--- config.mk ---
export PLATFORM = sky130hd
export DESIGN_NAME = joint_settle_watchdog_core
export DESIGN_NICKNAME = d
export VERILOG_FILES = /design/src/jsw_pkg.sv /design/src/jsw_peak.sv /design/src/joint_settle_watchdog_core.sv
export VERILOG_INCLUDE_DIRS = /design/src /design/src/src
export SDC_FILE = /design/constraint.sdc
export NUM_CORES = 2
export LEC_CHECK = 0
export BUFFER_PORTS_ARGS = -buffer_cell sky130_fd_sc_hd__buf_2
export CORE_MARGIN = 4
export CORE_UTILIZATION = 55
export DETAILED_ROUTE_END_ITERATION = 6
export GPL_TIMING_DRIVEN = 0
export PLACE_DENSITY = 0.76
export RECOVER_POWER = 100
export SLEW_MARGIN = 20
export SYNTH_ARGS = -nofsm -noshare
export SYNTH_HDL_FRONTEND = slang
export SYNTH_SLANG_ARGS = --single-unit
--- constraint.sdc ---
create_clock -name clk -period 19.93 [get_ports clk]
set_clock_uncertainty 0.15 [all_clocks]
set_input_delay 1.993 -clock clk [delete_from_list [all_inputs] [get_ports clk]]
set_output_delay 1.993 -clock clk [all_outputs]
set_load 0.02 [all_outputs]
--- src/joint_settle_watchdog_core_assert.svh ---
// Assertion macros shared by the settle watchdog RTL.
// Depends on a clock named clk and an active-low reset named rst_n in the using scope.
`ifndef JOINT_SETTLE_WATCHDOG_CORE_ASSERT_SVH
`define JOINT_SETTLE_WATCHDOG_CORE_ASSERT_SVH

// Same-cycle implication, disabled during reset.
`define JSW_ASSERT_NOW(label, cond, expr, msg) \
    label: assert property (@(posedge clk) disable iff (!rst_n) (cond) |-> (expr)) \
        else $error(msg);

// Next-cycle implication, disabled during reset.
`define JSW_ASSERT_NEXT(label, cond, expr, msg) \
    label: assert property (@(posedge clk) disable iff (!rst_n) (cond) |=> (expr)) \
        else $error(msg);

`endif

--- src/jsw_pkg.sv ---
// Shared types, codes and helpers for the joint settle watchdog.
// No dependencies; used by jsw_peak and joint_settle_watchdog_core.
package jsw_pkg;

    localparam int JOINT_COUNT = 6;
    localparam int ANGLE_BITS  = 20;
    localparam int MOVE_BITS   = 19;
    localparam int TICK_BITS   = 16;
    localparam int STILL_BITS  = 4;
    localparam int APB_AW      = 5;
    localparam int APB_DW      = 32;

    typedef logic [ANGLE_BITS-1:0]    angle_t;
    typedef angle_t [JOINT_COUNT-1:0] angle_vec_t;
    typedef logic [ANGLE_BITS-1:0]    mag_t;

    typedef enum logic [1:0] {
        KIND_LOAD_TARGET = 2'd0,
        KIND_LOAD_REF    = 2'd1,
        KIND_TICK        = 2'd2,
        KIND_UNUSED      = 2'd3
    } kind_t;

    typedef enum logic [1:0] {
        STATUS_WAIT    = 2'd0,
        STATUS_REACHED = 2'd1,
        STATUS_TIMEOUT = 2'd2
    } status_t;

    typedef enum logic [2:0] {
        REG_MOVE_THR  = 3'd0,
        REG_ERR_THR   = 3'd1,
        REG_MASK      = 3'd2,
        REG_TIMEOUT   = 3'd3,
        REG_STILL_REQ = 3'd4
    } reg_idx_t;

    typedef struct packed {
        logic [1:0] kind;
        angle_t     joint_0;
        angle_t     joint_1;
        angle_t     joint_2;
        angle_t     joint_3;
        angle_t     joint_4;
        angle_t     joint_5;
    } in_word_t;

    typedef struct packed {
        logic [1:0]            status;
        mag_t                  peak_error;
        mag_t                  peak_movement;
        logic [STILL_BITS-1:0] still_count;
    } out_word_t;

    typedef struct packed {
        mag_t peak_error;
        mag_t peak_movement;
    } peaks_t;

    // |a - b| of two signed angles; the magnitude always fits ANGLE_BITS.
    function automatic mag_t abs_diff(angle_t a, angle_t b);
        logic signed [ANGLE_BITS:0] d;
        logic        [ANGLE_BITS:0] m;
        d = $signed({a[ANGLE_BITS-1], a}) - $signed({b[ANGLE_BITS-1], b});
        m = d[ANGLE_BITS] ? (~d + 1'b1) : d;
        return m[ANGLE_BITS-1:0];
    endfunction

endpackage

--- src/jsw_peak.sv ---
// Peak error and peak movement over all joints for one sample.
// Depends on jsw_pkg (angle types, abs_diff, peaks_t).
module jsw_peak
    import jsw_pkg::*;
(
    input  angle_vec_t cur,
    input  angle_vec_t target,
    input  angle_vec_t prev,
    output peaks_t     peaks
);

    always_comb
    begin
        mag_t err;
        mag_t mov;
        peaks.peak_error    = '0;
        peaks.peak_movement = '0;
        for (int j = 0; j < JOINT_COUNT; j++)
        begin
            err = abs_diff(cur[j], target[j]);
            mov = abs_diff(cur[j], prev[j]);
            if (err > peaks.peak_error)
            begin
                peaks.peak_error = err;
            end
            if (mov > peaks.peak_movement)
            begin
                peaks.peak_movement = mov;
            end
        end
    end

endmodule

--- src/joint_settle_watchdog_core.sv ---
// Top level of the joint settle watchdog: input stage, tick logic, result word, APB registers.
// Depends on jsw_pkg, jsw_peak and joint_settle_watchdog_core_assert.svh.
//
// Usage:
//   item/item_valid/item_ready carry input words: a load-target word stores the six target
//   angles and restarts the watchdog, a load-reference word stores the starting angles,
//   a tick word carries the current angles. Every accepted word yields exactly one result
//   word on result/result_valid/result_ready (status, peak error, peak movement, still
//   count). An accepted word is first registered in the input stage, then the peak and
//   counter logic fills the result register. Throughput is one word per cycle while
//   result_ready is high; the input stage and result register form a two-deep pipeline,
//   so a new word is taken while a finished result waits. When the receiver stalls, the
//   result holds and the input stage fills; item_ready drops only once both are full.
//   Reset clears the counters, the status (waiting) and both valid flags, and loads the
//   register defaults; target and reference angles are undefined until loaded.
//   The APB port (pready always high) writes the five thresholds at byte address 4*i;
//   write it only while no word is in flight.
module joint_settle_watchdog_core
    import jsw_pkg::*;
(
    input  logic              clk,
    input  logic              rst_n,
    input  logic              item_valid,
    output logic              item_ready,
    input  in_word_t          item,
    output logic              result_valid,
    input  logic              result_ready,
    output out_word_t         result,
    input  logic              psel,
    input  logic              penable,
    input  logic              pwrite,
    input  logic [APB_AW-1:0] paddr,
    input  logic [APB_DW-1:0] pwdata,
    output logic [APB_DW-1:0] prdata,
    output logic              pready
);

`include "joint_settle_watchdog_core_assert.svh"

    // Configuration registers.
    logic [MOVE_BITS-1:0]  move_thr_reg;
    logic [MOVE_BITS-1:0]  err_thr_reg;
    logic [TICK_BITS-1:0]  mask_reg;
    logic [TICK_BITS-1:0]  timeout_reg;
    logic [STILL_BITS-1:0] still_req_reg;

    // Pipeline registers.
    logic      stage_valid_reg;
    in_word_t  stage_reg;
    logic      res_valid_reg;
    out_word_t res_reg;

    // Watchdog state.
    angle_vec_t            target_reg;
    angle_vec_t            prev_reg;
    logic [STILL_BITS-1:0] still_reg;
    logic [STILL_BITS-1:0] still_next;
    logic [TICK_BITS-1:0]  tick_reg;
    logic [TICK_BITS-1:0]  tick_next;
    status_t               status_reg;
    status_t               status_next;

    logic       adv;
    logic       fire;
    logic       cfg_wr;
    reg_idx_t   cfg_idx;
    angle_vec_t cur;
    peaks_t     peaks;
    out_word_t  res_next;

    // ---------------------------------------------------------------- APB
    assign pready  = 1'b1;
    assign cfg_wr  = psel & penable & pwrite & pready;
    assign cfg_idx = reg_idx_t'(paddr[APB_AW-1:2]);

    always_ff @(posedge clk or negedge rst_n)
    begin
        if (!rst_n)
        begin
            move_thr_reg  <= MOVE_BITS'(33);
            err_thr_reg   <= MOVE_BITS'(6554);
            mask_reg      <= TICK_BITS'(2);
            timeout_reg   <= TICK_BITS'(100);
            still_req_reg <= STILL_BITS'(3);
        end
        else if (cfg_wr)
        begin
            unique case (cfg_idx)
                REG_MOVE_THR:  move_thr_reg  <= pwdata[MOVE_BITS-1:0];
                REG_ERR_THR:   err_thr_reg   <= pwdata[MOVE_BITS-1:0];
                REG_MASK:      mask_reg      <= pwdata[TICK_BITS-1:0];
                REG_TIMEOUT:   timeout_reg   <= pwdata[TICK_BITS-1:0];
                REG_STILL_REQ: still_req_reg <= pwdata[STILL_BITS-1:0];
                default:       ;
            endcase
        end
    end

    always_comb
    begin
        unique case (cfg_idx)
            REG_MOVE_THR:  prdata = APB_DW'(move_thr_reg);
            REG_ERR_THR:   prdata = APB_DW'(err_thr_reg);
            REG_MASK:      prdata = APB_DW'(mask_reg);
            REG_TIMEOUT:   prdata = APB_DW'(timeout_reg);
            REG_STILL_REQ: prdata = APB_DW'(still_req_reg);
            default:       prdata = '0;
        endcase
    end

    // ---------------------------------------------------------------- handshake
    // Advance the stage word whenever the result register is empty or being drained.
    assign adv        = !res_valid_reg || result_ready;
    assign fire       = stage_valid_reg && adv;
    assign item_ready = !stage_valid_reg || adv;

    always_ff @(posedge clk or negedge rst_n)
    begin
        if (!rst_n)
        begin
            stage_valid_reg <= 1'b0;
            res_valid_reg   <= 1'b0;
        end
        else
        begin
            if (item_ready)
            begin
                stage_valid_reg <= item_valid;
            end
            if (adv)
            begin
                res_valid_reg <= stage_valid_reg;
            end
        end
    end

    always_ff @(posedge clk)
    begin
        if (item_valid && item_ready)
        begin
            stage_reg <= item;
        end
        if (fire)
        begin
            res_reg <= res_next;
        end
    end

    // ---------------------------------------------------------------- tick logic
    assign cur = {stage_reg.joint_5, stage_reg.joint_4, stage_reg.joint_3,
                  stage_reg.joint_2, stage_reg.joint_1, stage_reg.joint_0};

    jsw_peak u_peak (
        .cur    (cur),
        .target (target_reg),
        .prev   (prev_reg),
        .peaks  (peaks)
    );

    always_comb
    begin
        still_next  = still_reg;
        tick_next   = tick_reg;
        status_next = status_reg;
        res_next.peak_error    = '0;
        res_next.peak_movement = '0;
        unique case (kind_t'(stage_reg.kind))
            KIND_LOAD_TARGET:
            begin
                still_next  = '0;
                tick_next   = '0;
                status_next = STATUS_WAIT;
            end
            KIND_TICK:
            begin
                res_next.peak_error    = peaks.peak_error;
                res_next.peak_movement = peaks.peak_movement;
                // Counters and status only move while waiting; freeze once final.
                if (status_reg == STATUS_WAIT)
                begin
                    if (peaks.peak_movement < ANGLE_BITS'(move_thr_reg))
                    begin
                        if (still_reg != '1)
                        begin
                            still_next = still_reg + 1'b1;
                        end
                    end
                    else
                    begin
                        still_next = '0;
                    end
                    if (tick_reg > mask_reg &&
                        peaks.peak_error < ANGLE_BITS'(err_thr_reg) &&
                        still_next >= still_req_reg)
                    begin
                        status_next = STATUS_REACHED;
                    end
                    else
                    begin
                        if (tick_reg != '1)
                        begin
                            tick_next = tick_reg + 1'b1;
                        end
                        if (tick_next >= timeout_reg)
                        begin
                            status_next = STATUS_TIMEOUT;
                        end
                    end
                end
            end
            default: ;
        endcase
        res_next.status      = status_next;
        res_next.still_count = still_next;
    end

    always_ff @(posedge clk or negedge rst_n)
    begin
        if (!rst_n)
        begin
            still_reg  <= '0;
            tick_reg   <= '0;
            status_reg <= STATUS_WAIT;
        end
        else if (fire)
        begin
            still_reg  <= still_next;
            tick_reg   <= tick_next;
            status_reg <= status_next;
        end
    end

    // Angle stores: load target, load reference; every tick refreshes the previous sample.
    always_ff @(posedge clk)
    begin
        if (fire)
        begin
            if (kind_t'(stage_reg.kind) == KIND_LOAD_TARGET)
            begin
                target_reg <= cur;
            end
            if (kind_t'(stage_reg.kind) == KIND_LOAD_REF ||
                kind_t'(stage_reg.kind) == KIND_TICK)
            begin
                prev_reg <= cur;
            end
        end
    end

    assign result_valid = res_valid_reg;
    assign result       = res_reg;

    // ---------------------------------------------------------------- checks
    `JSW_ASSERT_NEXT(a_final_holds,
        status_reg != STATUS_WAIT &&
        !(fire && kind_t'(stage_reg.kind) == KIND_LOAD_TARGET),
        status_reg == $past(status_reg), "final status changed without a target load")
    `JSW_ASSERT_NEXT(a_load_restarts, fire && kind_t'(stage_reg.kind) == KIND_LOAD_TARGET,
        tick_reg == '0 && still_reg == '0 && status_reg == STATUS_WAIT,
        "target load did not restart the watchdog")
    `JSW_ASSERT_NEXT(a_state_idle, !fire,
        $stable(tick_reg) && $stable(still_reg) && $stable(status_reg),
        "watchdog state moved without a word")
    `JSW_ASSERT_NEXT(a_stage_kept, stage_valid_reg && !adv, stage_valid_reg,
        "stalled stage word was dropped")

endmodule
# Word-level counts from Yosys, hierarchy flattened
# Index checks and enable logic that the tools add are counted.
# Widths: inputs -> output; s select.
# classes
addsub,26
mux,42
eq_ne,10
reduce_logical,21
n_lt_le_gt_ge,17
n_bitwise,14
# op_table
operator,count
$mux 20,24
$sub 20x20->21,12
$add 20x1->20 const B,12
$not 20->20,12
$gt 20x20->1,10
$mux 16,6
$pmux 19 s5,1
$gt 20x1->1 const B,2
$lt 20x19->1,2
$pmux 16 s2,1
$mux 4,5
$add 16x1->16 const B,1
$ge 16x16->1,1
$gt 16x16->1,1
$ne 16x16->1 const B,1
$reduce_and 2->1,7
$pmux 4 s2,1
$eq 3x2->1 const B,2
$mux 2,3
$add 4x1->4 const B,1
$ge 4x4->1,1
$logic_and 1x1->1,4
$logic_not 2->1,2
$ne 2x2->1 const B,2
other kinds (12),16
# word_totals
input_bits,166
ff_bits,506
output_inout_bits,81
wordCells,163

# Logic depth before layout (Yosys ltp)
# depth
word_depth,30
depth_mapped,106
mapped_depth_nobuf,98

# Hierarchy
# Synthesis repeated with hierarchy kept, for this count alone.
# hier_totals
cells_unflattened,4796
area_unflattened_um2,44029.7
# by_module_without_submodules
mod,area_per_inst_um2,n_inst,seq_area_each_um2,cells_each
jsw_peak,24534.8,1,0.0,3589
joint_settle_watchdog_core,19494.9,1,14722.9,1207

# Worst setup path after synthesis
# OpenSTA, ideal clock, no wires.
# synth_timing
path_kind,flip-flop to flip-flop
from,"register stage_reg, in the netlist cur[0]"
to,register tick_reg[14]
arrival_time_ps,18996
path_buffers,9
slack_ps,663
stages_incl_launch_ff,101
setup_ps,121
path_cell_list,edfxtp_1 > inv_1 > ha_1 > fa_1 > nand2b_1 > a211oi_1 > nor3_1 > o41ai_1 > nor4b_1 > nand4_1 > nor4_1 > mux2_2 > a221oi_1 > xor2_1 > ha_1 > and3_1 > nand4_1 > a2111oi_0 > [65 not listed] > nor2b_1 > o21ai_0 > nand2_1 > a21o_1 > nand3b_1 > a21o_1 > ha_1 > nand2b_1 > a21o_1 > a21o_1 > a21oi_1 > nor3_1 > o221ai_1 > a31oi_1 > o2111ai_2 > and2_1 > buf_2 > a22o_1
# synth_lines
item,line_no,source
from (decl),joint_settle_watchdog_core.sv:49,in_word_t stage_reg;
from (signal assigned),joint_settle_watchdog_core.sv:141,stage_reg <= item;
to (signal assigned),joint_settle_watchdog_core.sv:228,tick_reg <= tick_next;
to (decl),joint_settle_watchdog_core.sv:58,logic [TICK_BITS-1:0] tick_reg;

==> summary.txt <==
Global routing
  • Global route overflow: 0
  • Vias in the first global route: 35230
  • Largest net degree at the start of global routing: 54
  • Initial antenna violation count: 5
  • Tot GR Track Use: roughly 28%
  • First-pass GRT wire length: about 190 mm

Critical path
  • CP max FO: 10
  • CP Capture Type: flip-flop
  • Most frequent CP cell: a21o_1
  • CP Class: reg2reg
  • CP max-delay cell: or4_4
  • Worst path max stage delay: 0.62 ns
  • Data arrival time at the worst-slack endpoint: 20.06 ns
  • Crit start category: flip-flop
  • Req. time, crit path: ~20 ns

Die
  • Ports: 247
  • Die height: between 200 and 300 um
  • FP Rows: roughly 100
  • Core ar.: 79390 um2
  • Die width: 291.5 um
  • Die area: 84970 um2
  • Starting Density: a little under three fifths

Place
  • DP HPWL: between 90 and 100 mm
  • GP Congestion: ~1
  • Pre-CTS setup slack: -4.288 ns
  • Placed insts: just over 6000
  • Port Buffers: 216

Timing
  • Final period utilization: roughly 100%
  • RSZ-0062 raised after global routing: yes
  • Worst slew pin tran: about 3.2 ns
  • Final Hold Viols: 0
  • Final worst slack: ~0.32 ns
  • Fmax achieved: ~0.051 GHz
  • Total negative setup slack: 0 ns
  • Final Setup Violations: 0
  • Final Max Tran Viols: 515
  • Minimum clock period after layout: between 15 and 20 ns
  • Relative slew margins: -110.0%

Detailed routing
  • Initial DRC count: 3198
  • Drt via density: 6.019
  • Final WL: ~130 mm
  • Post-DRT Antenna Nets: 0
  • Drt drc: 0
  • Vias post-DR: between 30000 and 40000
  • DRT Pass-1 Iters: 6
  • Routed WL per cell: 20.00 um

Logic synthesis
  • Yosys cell types: ~110
  • Gate Count Post-Synth: a little under 5000
  • Mapped Area: between 40000 and 50000 um2
  • Prevailing post-synth register cell: edfxtp_1
  • Avg Cell Area, Syn: roughly 9.1 um2
  • Largest cells by area after synthesis: edfxtp_1 28%, ha_1 15%, xnor2_1 4.9%
  • Number of synthesized register bits: approximately 510
  • FFs w/ async S/R, synth: between 10% and 20%
  • Post-synthesis sequential area ratio: 33.31%
  • Ys Warns: 0
  • Synth top area share: 27.72%
  • Number of synthesized flops with an enable pin: 408
  • Area leader, netlist: edfxtp_1

Cells and area
  • Final non-filler cell total: 6304
  • P&R area growth vs syn: 13.90%
  • Nets: between 5000 and 6000
  • Share of layout cells above drive strength 1: around an eighth
  • Filler cell count: between 6000 and 7000

CTS
  • Cts bufs inserted: 57
  • Clock sink count: approximately 500
  • Clock tree buffer depth: 3
  • CTS tree: built
  • Worst skew pair latency: between 0.6 and 0.7 ns
  • CTS Root Cell: clkbuf_16
  • Worst-path clk slew: roughly 0.06 ns
  • Htree depth: 2

Flow run
  • Max-cap violations: 12

Min path
  • Worst hold path class: reg2reg

Run status
  • Outcome: finished with violations
  • Failing checks: max-capacitance violations, max-slew violations
## worst paths after layout
kind,cells past startpoint,endpoint,startpoint,slack [ns]
setup / recovery,90,tick_reg[10]$_DFFE_PN0P_,cur[0]$_DFFE_PP_,0.32
hold / removal,0,target_reg[60]$_DFFE_PP_,cur[60]$_DFFE_PP_,0.34
setup reg to reg,90,tick_reg[10]$_DFFE_PN0P_,cur[0]$_DFFE_PP_,0.32
hold reg to reg,0,target_reg[60]$_DFFE_PP_,cur[60]$_DFFE_PP_,0.34
max in group asynchronous,2,move_thr_reg[3]$_DFFE_PN0P_,rst_n,14.12
min in group asynchronous,1,still_reg[1]$_DFFE_PN0P_,rst_n,2.08
## cell type report
type	count	area [um2]	share of cell area (%)
Timing Repair Buffer	308	1750	3.477
Sequential cell	506	14720	29.24
Multi-Input combinational cell	3712	28050	55.71
Antenna cell	3	7.507	0.01491
Clock buffer	63	1449	2.878
Inverter	514	1949	3.872
Tap cell	1050	1314	2.609
Buffer	105	614.3	1.220
Clock inverter	43	490.5	0.9741
## through the flow
stage | hold slack, ns | instance area (um2) | util [%]
4_1_cts | 0.3344 | 49400 | 62.23
3_5_place_dp | 0.3389 | 46880 | 59.05
5_1_grt | 0.3424 | 50350 | 63.42
2_1_floorplan | 0.2950 | 44250 | -
6_report | 0.3422 | 50350 | 63.42
3_3_place_gp | 0.3282 | 46640 | 58.76
## synthesized netlist by cell type, types with 17 or more instances
cell type  count
or3_1         45
mux2_2        44
nor2b_1       92
nand4_1       65
xnor2_1      246
a211oi_1      54
o31ai_1       31
nor4_1        24
nand3b_1      17
mux2i_1       59
o21ai_1       20
a2111oi_0     21
a22o_1        17
inv_1        508
nand2_1      307
nor2_1       327
a31oi_1       47
clkbuf_1      75
and3_1        47
a21boi_0      17
edfxtp_1     408
o21a_1        71
nor3_1        99
and2_1        79
or2_2         29
dfrtp_1       83
a21o_1       160
nand2b_1      71
ha_1         525
a21oi_1      312
o211ai_1      33
o2111ai_1     19
nor3b_1       20
xor2_1       121
o21ai_0      268
nand3_1      105
## critical path, delay by kind of cell, from the launching register on
family / cells / cell delay [ns]
flip-flops: 1 / 0.46
adder cells (fa/ha/maj): 9 / 2.37
multiplexers: 2 / 0.63
AO/OA/AOI/OAI: 38 / 7.63
buffers and inverters: 12 / 1.83
AND/OR/NAND/NOR: 28 / 6.14
XOR/XNOR: 1 / 0.27
## metal layers
metal	wire, um	track usage (%)
met1	54560	38.78
met4	3996	8.053
met5	13	0
met3	9543	4.868
met2	57990	45.77
## logic make-up (layout without fill, tap and decap cells)
kind of cell | Yosys count | count (layout) | synth area share, %
other | 2 | 17 | 0.01699
buffers and inverters | 626 | 1033 | 5.519
adder cells (fa/ha/maj) | 537 | 537 | 15.40
flip-flops | 506 | 506 | 33.31
AO/OA/AOI/OAI | 1276 | 1276 | 19.13
AND/OR/NAND/NOR | 1401 | 1401 | 16.21
multiplexers | 115 | 115 | 3.068
XOR/XNOR | 369 | 369 | 7.345
## layout by cell type, fill, tap and decap left out, types with 26 or more instances in the layout
cell / instances
inv_1: 503
o21a_1: 69
nand3_1: 105
dfrtp_1: 83
o21ai_1: 26
nor2_1: 319
a31oi_1: 45
buf_2: 150
ha_1: 512
nor3_1: 96
and2_1: 75
or2_2: 29
o31ai_1: 28
nand4_1: 65
nand2_1: 304
o21ai_0: 245
xnor2_1: 242
o211ai_1: 33
edfxtp_1: 408
buf_4: 88
a21o_1: 158
and3_1: 46
or3_1: 43
a211oi_1: 47
mux2_2: 40
clkbuf_1: 143
a21oi_1: 289
mux2i_1: 53
nand2b_1: 69
xor2_1: 121
clkbuf_16: 61
nor2b_1: 92
## timing repair
item                       in CTS  in global routing
gates cloned                    0                  5
pin swaps                      13                 61
hold buffers                    0                  0
setup endpoints to repair      35                 20
setup buffers                  26                 52
gates resized for setup       115                166
Power is left out: the tool's default activity adds up to more than one toggle a clock period on the data nets, which glitch-free logic cannot reach.
